**config.mk**
```make
export PLATFORM = sky130hd
export DESIGN_NAME = pmb_ram
export DESIGN_NICKNAME = d
export VERILOG_FILES = /design/src/rtl/pmb_ram.sv
export SDC_FILE = /design/constraint.sdc
export NUM_CORES = 1
export LEC_CHECK = 0
export BUFFER_PORTS_ARGS = -buffer_cell sky130_fd_sc_hd__buf_2
export CORE_MARGIN = 1.5
export CORE_UTILIZATION = 23
export CTS_BUF_LIST = sky130_fd_sc_hd__clkbuf_8
export DETAILED_ROUTE_END_ITERATION = 12
export GPL_TIMING_DRIVEN = 0
export HOLD_SLACK_MARGIN = 0.15
export PLACE_DENSITY_LB_ADDON = 0.05
export SLEW_MARGIN = 20
export SYNTH_ARGS = -nofsm -noshare
export SYNTH_HDL_FRONTEND = slang
export SYNTH_SLANG_ARGS = --single-unit
```
**constraint.sdc**
```tcl
create_clock -name clk_i -period 3.1 [get_ports clk_i]
set_input_delay 0.465 -clock clk_i [delete_from_list [all_inputs] [get_ports clk_i]]
set_output_delay 0.465 -clock clk_i [all_outputs]
set_load 0.005 [all_outputs]
```
**src/rtl/pmb_ram.sv**
```systemverilog
// Generic single-write, single-read RAM with registered read data.
`default_nettype none

module pmb_ram #(
  parameter int Width = 8,
  parameter int Depth = 16
) (
  input  logic                     clk_i,
  input  logic                     we_i,
  input  logic [$clog2(Depth)-1:0] waddr_i,
  input  logic [Width-1:0]         wdata_i,
  input  logic [$clog2(Depth)-1:0] raddr_i,
  output logic [Width-1:0]         rdata_o
);

  logic [Width-1:0] mem_q [Depth];
  logic [Width-1:0] rdata_q;

  always_ff @(posedge clk_i) begin
    if (we_i) begin
      mem_q[waddr_i] <= wdata_i;
    end
    rdata_q <= mem_q[raddr_i];
  end

  assign rdata_o = rdata_q;

endmodule

`default_nettype wire

```
# Word-level counts from Yosys, hierarchy flattened
# Memories as Yosys holds them, arrays and structs flattened. A register that Yosys moved wholly into a read port is not among the register bits.
# Cells that the tools add are included.
[classes]
muxes = 2
[op_table]
columns = ["operator", "count"]
rows = [
  ["1-bit 2-to-1 mux", 2],
]
[totals]
regBits = 0
mem_bits_rw = 128
inputBits = 18
out_inout_bits = 8
wordCells = 3
n_memories = 1
[mem_list]
columns = ["memory", "depth", "width", "read_ports", "rd_ports_with_merged_regs", "write_ports", "line_no", "text"]
rows = [
  ["mem_q", 16, 8, 1, 1, 1, "16", "logic [Width-1:0] mem_q [Depth];"],
]

# Depth between registers and ports, before layout
# Gate-level depths: netlist of run 1.
[logic_depth]
depth_word = 2
depth_mapped = 5
depth_no_buf = 3

# Least setup slack after synthesis of run 1
# Ideal clock, no wire load.
[synth_path]
path_type = "in2reg"
startpoint = "input port waddr_i[2]"
endpoint = "memory mem_q[0][0], enable pin"
setup_ps = 383
arrival_ps = 1575
t_required_ps = 2717
slack_ps = 1142
cell_stages = 2
n_path_buf = 0
path_cell_list = "or3b_2 > nor3_1"
[synth_lines]
columns = ["element", "line_no", "text"]
rows = [
  ["from (decl)", "10", "input logic [$clog2(Depth)-1:0] waddr_i,"],
  ["to (decl)", "16", ""],
]
# Straight into the memory's write port.

# Worst setup path in the final report of run 1
[layout_path]
startpoint = "input port waddr_i[2]"
endpoint = "memory mem_q[2][0], enable pin"
# Straight into the memory's write port.

==> flow_summary.yaml, run 1 <==
grt:
  antenna_found_initial: 0
  grt_use_met3_pct: 3.043
  busiest_layer: "met1"
  grt_max_degree: 17
  grt_pass1_vias: 2504
  grt_pass1_wl_microns: 18440
  grt_usage_pct: 11.51
  overflow: 0
  use_met1_pct: 16.97
  met2_usage_pct: 16.39
power:
  p_int_w: 0.002774
  vdd_drop_max_mv: 0.2136
  sw_frac_of_total_pct: 21.94
  netSwitchingPower_w: 0.0007797
  clkPwrFrac_pct: 36.0
  p_leak_nw: 1.963
  power_frac_seq_pct: 58.0
  p_comb_share_pct: 5.9
  power_density_nw_per_um2: 591.5
synthesis:
  syn_area_sq_um: 5147
  synth_area_leaders: "edfxtp_1 75%, mux4_2 7.9%, mux4_1 7.1%, dfxtp_1 3.1%, a22oi_1 2.3%"
  syn-num-nets: 247
  ys_seq_elements: 136
  synth-compound-area-share_pct: 2.333
  synth_fa_ha_area_share_pct: 0
  yosys.area_share.simple_pct: 3.184
  synth-xor-area-share_pct: 0
  ys_seq_area_share_pct: 77.78
  ys_warn_count: 0
  synth.area.mux_share_pct: 15.02
  synth.avg_cell_area_sq_um: 22.48
  synth_top_area_share_pct: 74.67
  postSynthCellCount: 229
  yosys.area.top_type: "edfxtp_1"
  ys_types: 19
  synth_top_family_by_area: "multiplexers"
worst_setup_path:
  path_cells: "buf_2 -> or3b_2 -> nor2_1"
  required_ns: 3.16
  cpMaxStageDelayCell: "nor2_1"
  crit_path_end_kind: "flop"
  cp.buffers_inverters: 1
  crit_path_max_incr_delay_ns: 0.70
  crit_family: "simple AND/OR/NAND/NOR gates"
  crit_arrival_ns: 1.84
  worstSetupPathType: "in2reg"
  cp_max_fo: 8
  startpoint_type: "primary input"
routing:
  drt_iter0_drc: 252
  vias_per_cell: 4.155
  drcViolationCount: 0
  firstDrtPassIters: 4
  postRouteAntennaNets: 0
  routed_wl_microns: 12640
  vias: 2360
  wl_per_cell_microns: 22.26
run_status:
  status: "finished, final reports clean"
job:
  maxCapViolations: 0
clocking:
  tritoncts: "done"
  clkLatencyLatePin_ns: 0.43
  cts-resized-gates: 0
  clock_sinks: 136
  clock_path_buffers: 2
  cts_buffers: 17
  post_cts_buffers: 0
  htreeDepth: 4
  clockRootBuffer: "clkbuf_8"
  cts-hold-fix-buffers: 0
  path_clk_slew_ns: 0.07
sta:
  tightest_slew_ns: 0.9434
  setup_tns_ns: 0
  rsz0062_at_grt: "no"
  setup_viol: 0
  max_slew_margin_pct: 36.88
  finalHoldViolCount: 0
  hold_slack_ns: 0.4375
  fin_skew_ns: 0.008416
  period_minus_slack_ns: 1.781
  maxSlewViolCount: 0
  fmax_mhz: 561.5
  min_period_over_period_pct: 57.45
floorplanning:
  start_util_pct: 23.51
  num_rows: 54
  core_sq_um: 21890
  dieArea_sq_um: 23290
  io_pins: 26
  die_x_microns: 152.6
  die_h_microns: 152.6
layout:
  n_antenna_cell: 0
  regArea_sq_um: 4004
  nNetsFinal: 293
  final_cell_mix: "128 x edfxtp_1, 27 x buf_2, 22 x clkbuf_8, 18 x mux4_2, 16 x a22oi_1"
  area_growth_pct: 16.70
  multiInputGateArea_sq_um: 1077
  drive_gt1_share_pct: 29.51
  fill_cells: 2221
  layout_commonest_cell: "edfxtp_1"
placed_design:
  gp_congestion: 0.6510
  port-buffer-count: 24
  dp.final_hpwl_microns: 8061
min_path:
  hp-class: "in2reg"
cells in the mapped netlist, drive strengths merged:
cell	number
a22oi	16
and2	1
and2b	1
buf	7
clkdlybuf4s25	3
dfxtp	8
edfxtp	128
mux4	32
nand2	9
nand2b	2
nand3	1
nand3b	2
nor2	13
nor2b	1
nor3	4
or3b	1
state kept, by name (all words and copies together), names as in the netlist:
| register | flops |
|---|---|
| rdata_o | 8 |
| mem_q | 128 |
final timing paths:
check / from / end / cells past startpoint / slack, ns
worst max-delay path: waddr_i[2] / mem_q[2][0]$_DFFE_PP_ / 3 / 1.32
worst min-delay path: wdata_i[3] / mem_q[9][3]$_DFFE_PP_ / 1 / 0.44
worst max register to register: mem_q[6][2]$_DFFE_PP_ / rdata_o[2]$_DFF_P_ / 3 / 1.65
worst min register to register: mem_q[11][2]$_DFFE_PP_ / rdata_o[2]$_DFF_P_ / 3 / 0.69
power groups by stage:
| stage | Sequential [W] | Combinational [W] | Clock, W |
|---|---|---|---|
| floorplan | 0.00210 | 0.000104 | 0 |
| global placement | 0.00210 | 0.000218 | 0 |
| detailed placement | 0.00210 | 0.000221 | 0 |
| CTS | 0.00206 | 0.000221 | 0.00132 |
| global route | 0.00207 | 0.000234 | 0.00140 |
| finish | 0.00206 | 0.000211 | 0.00128 |
through the flow:
stage	instance area (sq um)	total power [W]	utilization, %	worst slack (ns)	std cells
final	6007	0.003553	27.44	1.319	568
after global routing	6007	0.003700	27.44	1.182	568
after CTS	6007	0.003606	27.44	1.241	568
after detailed placement	5660	0.002325	25.86	0.7451	536
after global placement	5618	0.002321	25.66	0.3477	533
after floorplan	5147	0.002208	-	1.142	229
layer usage:
layer  part of all wire, %  vias up
met5                     0        -
met4                   1.1        0
met3                   3.3        9
li1                      -     1062
met1                    52     1245
met2                    43       44
cell families after synthesis:
kind of cell / after synthesis
and+or+nand+nor: 35
AOI/OAI and AO/OA: 16
buffers and inverters: 10
DFF: 136
muxes: 32
cell type report:
type | instances | area share (%)
plain buffers | 10 | 1.437
clock buffers | 22 | 5.041
clock inverters | 10 | 0.7290
multi-input cells | 83 | 17.93
flip-flops and latches | 136 | 66.65
well taps | 280 | 5.832
repair buffers | 27 | 2.375
(Power assumes the default switching activity.)
==> inputs of run 2 (changes only) <==
==> constraint.sdc (replaced) <==
create_clock -name clk_i -period 1.6 [get_ports clk_i]
set_input_delay 0.24 -clock clk_i [delete_from_list [all_inputs] [get_ports clk_i]]
set_output_delay 0.24 -clock clk_i [all_outputs]
set_load 0.005 [all_outputs]
==> flow_summary.yaml, run 2 (synthesis results as in run 1) <==
sta:
  setup_viol: 0
  fin_ws_ns: 0.03032
  min_period_over_period_pct: 98.10
  setup_tns_ns: 0
  finalHoldViolCount: 0
  fmax_mhz: 637.1
  tightest_slew_ns: 0.9567
  maxSlewViolCount: 0
  rsz0062_at_grt: "no"
  max_slew_margin_pct: 35.98
  period_minus_slack_ns: 1.570
  fin_skew_ns: 0.009202
power:
  p_leak_nw: 1.954
  vdd_drop_max_mv: 0.3903
  power_density_nw_per_um2: 1130
worst_setup_path:
  required_ns: 1.67
  crit_path_end_kind: "flop"
  cp_max_fo: 8
  crit_arrival_ns: 1.64
  startpoint_type: "primary input"
  worstSetupPathType: "in2reg"
run_status:
  status: "finished, final reports clean"
routing:
  routed_wl_microns: 12700
  firstDrtPassIters: 4
  drcViolationCount: 0
  vias: 2383
  postRouteAntennaNets: 0
  vias_per_cell: 4.203
  drt_iter0_drc: 192
  wl_per_cell_microns: 22.39
layout:
  final_cell_mix: "128 x edfxtp_1, 27 x buf_2, 20 x clkbuf_8, 18 x mux4_2, 15 x a22oi_1"
  nNetsFinal: 292
  top_register: "mem_q"
  largest_reg_flops: 128
  layout_commonest_cell: "edfxtp_1"
  stdcell_count: 567
  area_growth_pct: 16.36
  drive_gt1_share_pct: 29.97
  fill_cells: 2225
  n_antenna_cell: 0
floorplanning:
  core_sq_um: 21890
  dieArea_sq_um: 23290
  io_pins: 26
  die_x_microns: 152.6
  num_rows: 54
  start_util_pct: 23.51
  die_h_microns: 152.6
placed_design:
  port-buffer-count: 24
  place_ws_ns: -0.5462
  dp.final_hpwl_microns: 8171
  gp_congestion: 0.6851
  place_inst: 535
grt:
  grt_max_degree: 17
  grt_usage_pct: 11.53
  antenna_found_initial: 0
  overflow: 0
  grt_pass1_vias: 2536
  grt_pass1_wl_microns: 18380
clocking:
  clockRootBuffer: "clkbuf_8"
  clkLatencyLatePin_ns: 0.44
  path_clk_slew_ns: 0.07
  tritoncts: "done"
  clock_sinks: 136
  htreeDepth: 4
  cts_buffers: 17
  clock_path_buffers: 2
  cts-hold-fix-buffers: 0
job:
  maxCapViolations: 0
min_path:
  hp-class: "in2reg"
run 2: area by class of cell:
type | instances | area [sq um] | area share [%]
flip-flops and latches | 136 | 4004 | 66.85
well taps | 280 | 350.3 | 5.849
repair buffers | 26 | 135.1 | 2.256
multi-input cells | 83 | 1090 | 18.20
plain buffers | 10 | 86.33 | 1.441
clock inverters | 12 | 48.80 | 0.8147
clock buffers | 20 | 275.3 | 4.596
run 2: worst max-delay path, cell delays in order:
cell and delay, ns:
buf_2 0.12, or3b_2 0.58, nor3_2 0.69
run 2: timing repair:
item                       CTS  global route
buffers inserted             0             0
gates resized for setup      2             2
setup endpoints to repair   16             8
run 2: final timing paths:
kind / start / end / slack [ns] / cells past startpoint
max: waddr_i[2] / mem_q[0][0]$_DFFE_PP_ / 0.03 / 3
min reg2reg: mem_q[7][3]$_DFFE_PP_ / rdata_o[3]$_DFF_P_ / 0.71 / 3
max reg2reg: mem_q[1][1]$_DFFE_PP_ / rdata_o[1]$_DFF_P_ / 0.15 / 3
min: wdata_i[1] / mem_q[10][1]$_DFFE_PP_ / 0.23 / 1
run 2: layer usage:
metal | vias up | share of wire (%) | track usage (%)
met5 | - | 0 | 0
met4 | 0 | 1.9 | 5.082
met3 | 15 | 2.2 | 2.560
met2 | 37 | 45 | 17.05
met1 | 1271 | 51 | 16.21
li1 | 1060 | - | -
run 2: power by group:
part           leakage [nW]  internal (W)  total (W)  switching (W)
registers              1.22       0.00398    0.00400      0.0000169
logic                 0.530      0.000161   0.000416       0.000256
clock network         0.200       0.00113    0.00235        0.00122
total                  1.95       0.00528    0.00677        0.00149
run 2: metrics by stage:
step | power (W) | hold WS (ns) | cell area (sq um) | util [%]
global placement | 0.004501 | 0.6201 | 5623 | 25.69
finish | 0.006766 | 0.2260 | 5989 | 27.36
floorplan | 0.004278 | 0.3389 | 5152 | -
global route | 0.007041 | 0.2197 | 5989 | 27.36
CTS | 0.006881 | 0.2048 | 5982 | 27.33
detailed placement | 0.004504 | 0.6166 | 5653 | 25.82
==> inputs of run 3 (changes only) <==
--- a/config.mk
+++ b/config.mk
@@ -12,7 +12,7 @@
 export DETAILED_ROUTE_END_ITERATION = 12
 export GPL_TIMING_DRIVEN = 0
 export HOLD_SLACK_MARGIN = 0.15
-export PLACE_DENSITY_LB_ADDON = 0.05
+export PLACE_DENSITY = 0.41
 export SLEW_MARGIN = 20
 export SYNTH_ARGS = -nofsm -noshare
 export SYNTH_HDL_FRONTEND = slang
==> flow_summary.yaml, run 3 (synthesis results as in run 1) <==
run_status:
  status: "finished, final reports clean"
worst_setup_path:
  r2r_start: "mem_q[15][7]$_DFFE_PP_"
  required_ns: 1.66
  cp-startpoint: "waddr_i[2]"
  path_cells: "buf_2 -> or3b_2 -> nor3_2"
  cpMaxStageDelayCell: "nor3_2"
  cp_max_fo: 8
  reg2reg_slack_ns: 0.20
  worstSetupPathType: "in2reg"
  crit_path_end_kind: "flop"
  crit_path_max_incr_delay_ns: 0.58
  crit_arrival_ns: 1.51
  reg2reg_to: "rdata_o[7]$_DFF_P_"
  r2r_cells: 3
  startpoint_type: "primary input"
clocking:
  path_clk_slew_ns: 0.08
  cts_buffers: 17
  post_cts_buffers: 0
  clkLatencyLatePin_ns: 0.43
  cts-hold-fix-buffers: 0
  cts-resized-gates: 0
  htreeDepth: 4
  clock_path_buffers: 2
  clock_sinks: 136
  tritoncts: "done"
  clockRootBuffer: "clkbuf_8"
layout:
  drive_gt1_share_pct: 31.82
  n_antenna_cell: 0
  top_register: "mem_q"
  layout_commonest_cell: "edfxtp_1"
  final_cell_mix: "128 x edfxtp_1, 27 x buf_2, 18 x mux4_2, 17 x clkbuf_8, 16 x a22oi_1"
  stdcell_count: 566
  finalCoreUtilization_pct: 27.62
  largest_reg_flops: 128
  nNetsFinal: 291
  area_growth_pct: 17.48
power:
  total_power_w: 0.007216
  power_density_nw_per_um2: 1193
  vdd_drop_max_mv: 0.4631
  p_leak_nw: 1.948
routing:
  vias: 2326
  routed_wl_microns: 11310
  drcViolationCount: 0
  vias_per_cell: 4.110
  wl_per_cell_microns: 19.97
  postRouteAntennaNets: 0
  drt_iter0_drc: 196
  firstDrtPassIters: 4
sta:
  tightest_slew_ns: 0.8809
  max_slew_margin_pct: 41.06
  maxSlewViolCount: 0
  min_period_over_period_pct: 90.40
  fin_skew_ns: 0.007813
  period_minus_slack_ns: 1.446
  fmax_mhz: 691.4
  finalHoldViolCount: 0
  setup_viol: 0
  fin_ws_ns: 0.1537
  hold_slack_ns: 0.2075
  rsz0062_at_grt: "no"
grt:
  grt_usage_pct: 10.27
  grt_max_degree: 17
  antenna_found_initial: 0
  grt_pass1_wl_microns: 16660
  overflow: 0
  grt_pass1_vias: 2472
floorplanning:
  num_rows: 54
  dieArea_sq_um: 23290
  die_h_microns: 152.6
  core_sq_um: 21890
  io_pins: 26
  die_x_microns: 152.6
  start_util_pct: 23.51
min_path:
  min_from: "wdata_i[6]"
  hold_end: "mem_q[2][6]$_DFFE_PP_"
  whs_path_depth: 1
  hp-class: "in2reg"
placed_design:
  port-buffer-count: 24
  place_ws_ns: -0.4603
  place_inst: 534
  gp_congestion: 0.6649
  dp.final_hpwl_microns: 7171
job:
  maxCapViolations: 0
==> run 3: how the worst max path moves through the flow <==
stage / to / slack, ns / cells after the start
global placement: mem_q[8][2]$_DFFE_PP_ / -0.63 / 3
detailed placement: mem_q[2][0]$_DFFE_PP_ / -0.46 / 3
floorplan: mem_q[3][0]$_DFFE_PP_ / 0.09 / 2
global route: mem_q[0][4]$_DFFE_PP_ / 0.11 / 3
finish: mem_q[0][3]$_DFFE_PP_ / 0.15 / 3
CTS: mem_q[2][5]$_DFFE_PP_ / 0.01 / 3
==> run 3: where the power goes <==
part,switching (W),internal (W)
combinational,0.000241,0.000159
clock,0.00131,0.00151
sequential,0.0000159,0.00398
total,0.00156,0.00565
==> run 3: cell type report <==
cell class,instances,area [sq um]
fill,2212,15840
sequential,136,4004
multi-input combinational,83,1085
tap,280,350.3
clock buffer,17,234.0
clock inverter,15,160.2
timing repair buffer,25,127.6
buffer,10,86.33
==> run 3: stage by stage <==
step           instance area (sq um)  TNS [ns]
4_1_cts                         6040         0
2_1_floorplan                   5152         0
6_report                        6047         0
5_1_grt                         6047         0
3_3_place_gp                    5623    -32.68
3_5_place_dp                    5645    -23.83
==> run 3: routing by layer <==
metal  vias up  track usage [%]  part of all wire (%)
met3         8            3.214                   4.0
met2        41            14.65                    45
met4         0            3.297                  0.84
li1       1060                -                     -
met1      1217            14.79                    50
met5         -                0                     0
==> run 3: worst max-delay path, delay by kind of cell <==
kind | cells | cell delay, ns
and+or+nand+nor | 2 | 1.15
buffers and inverters | 1 | 0.11
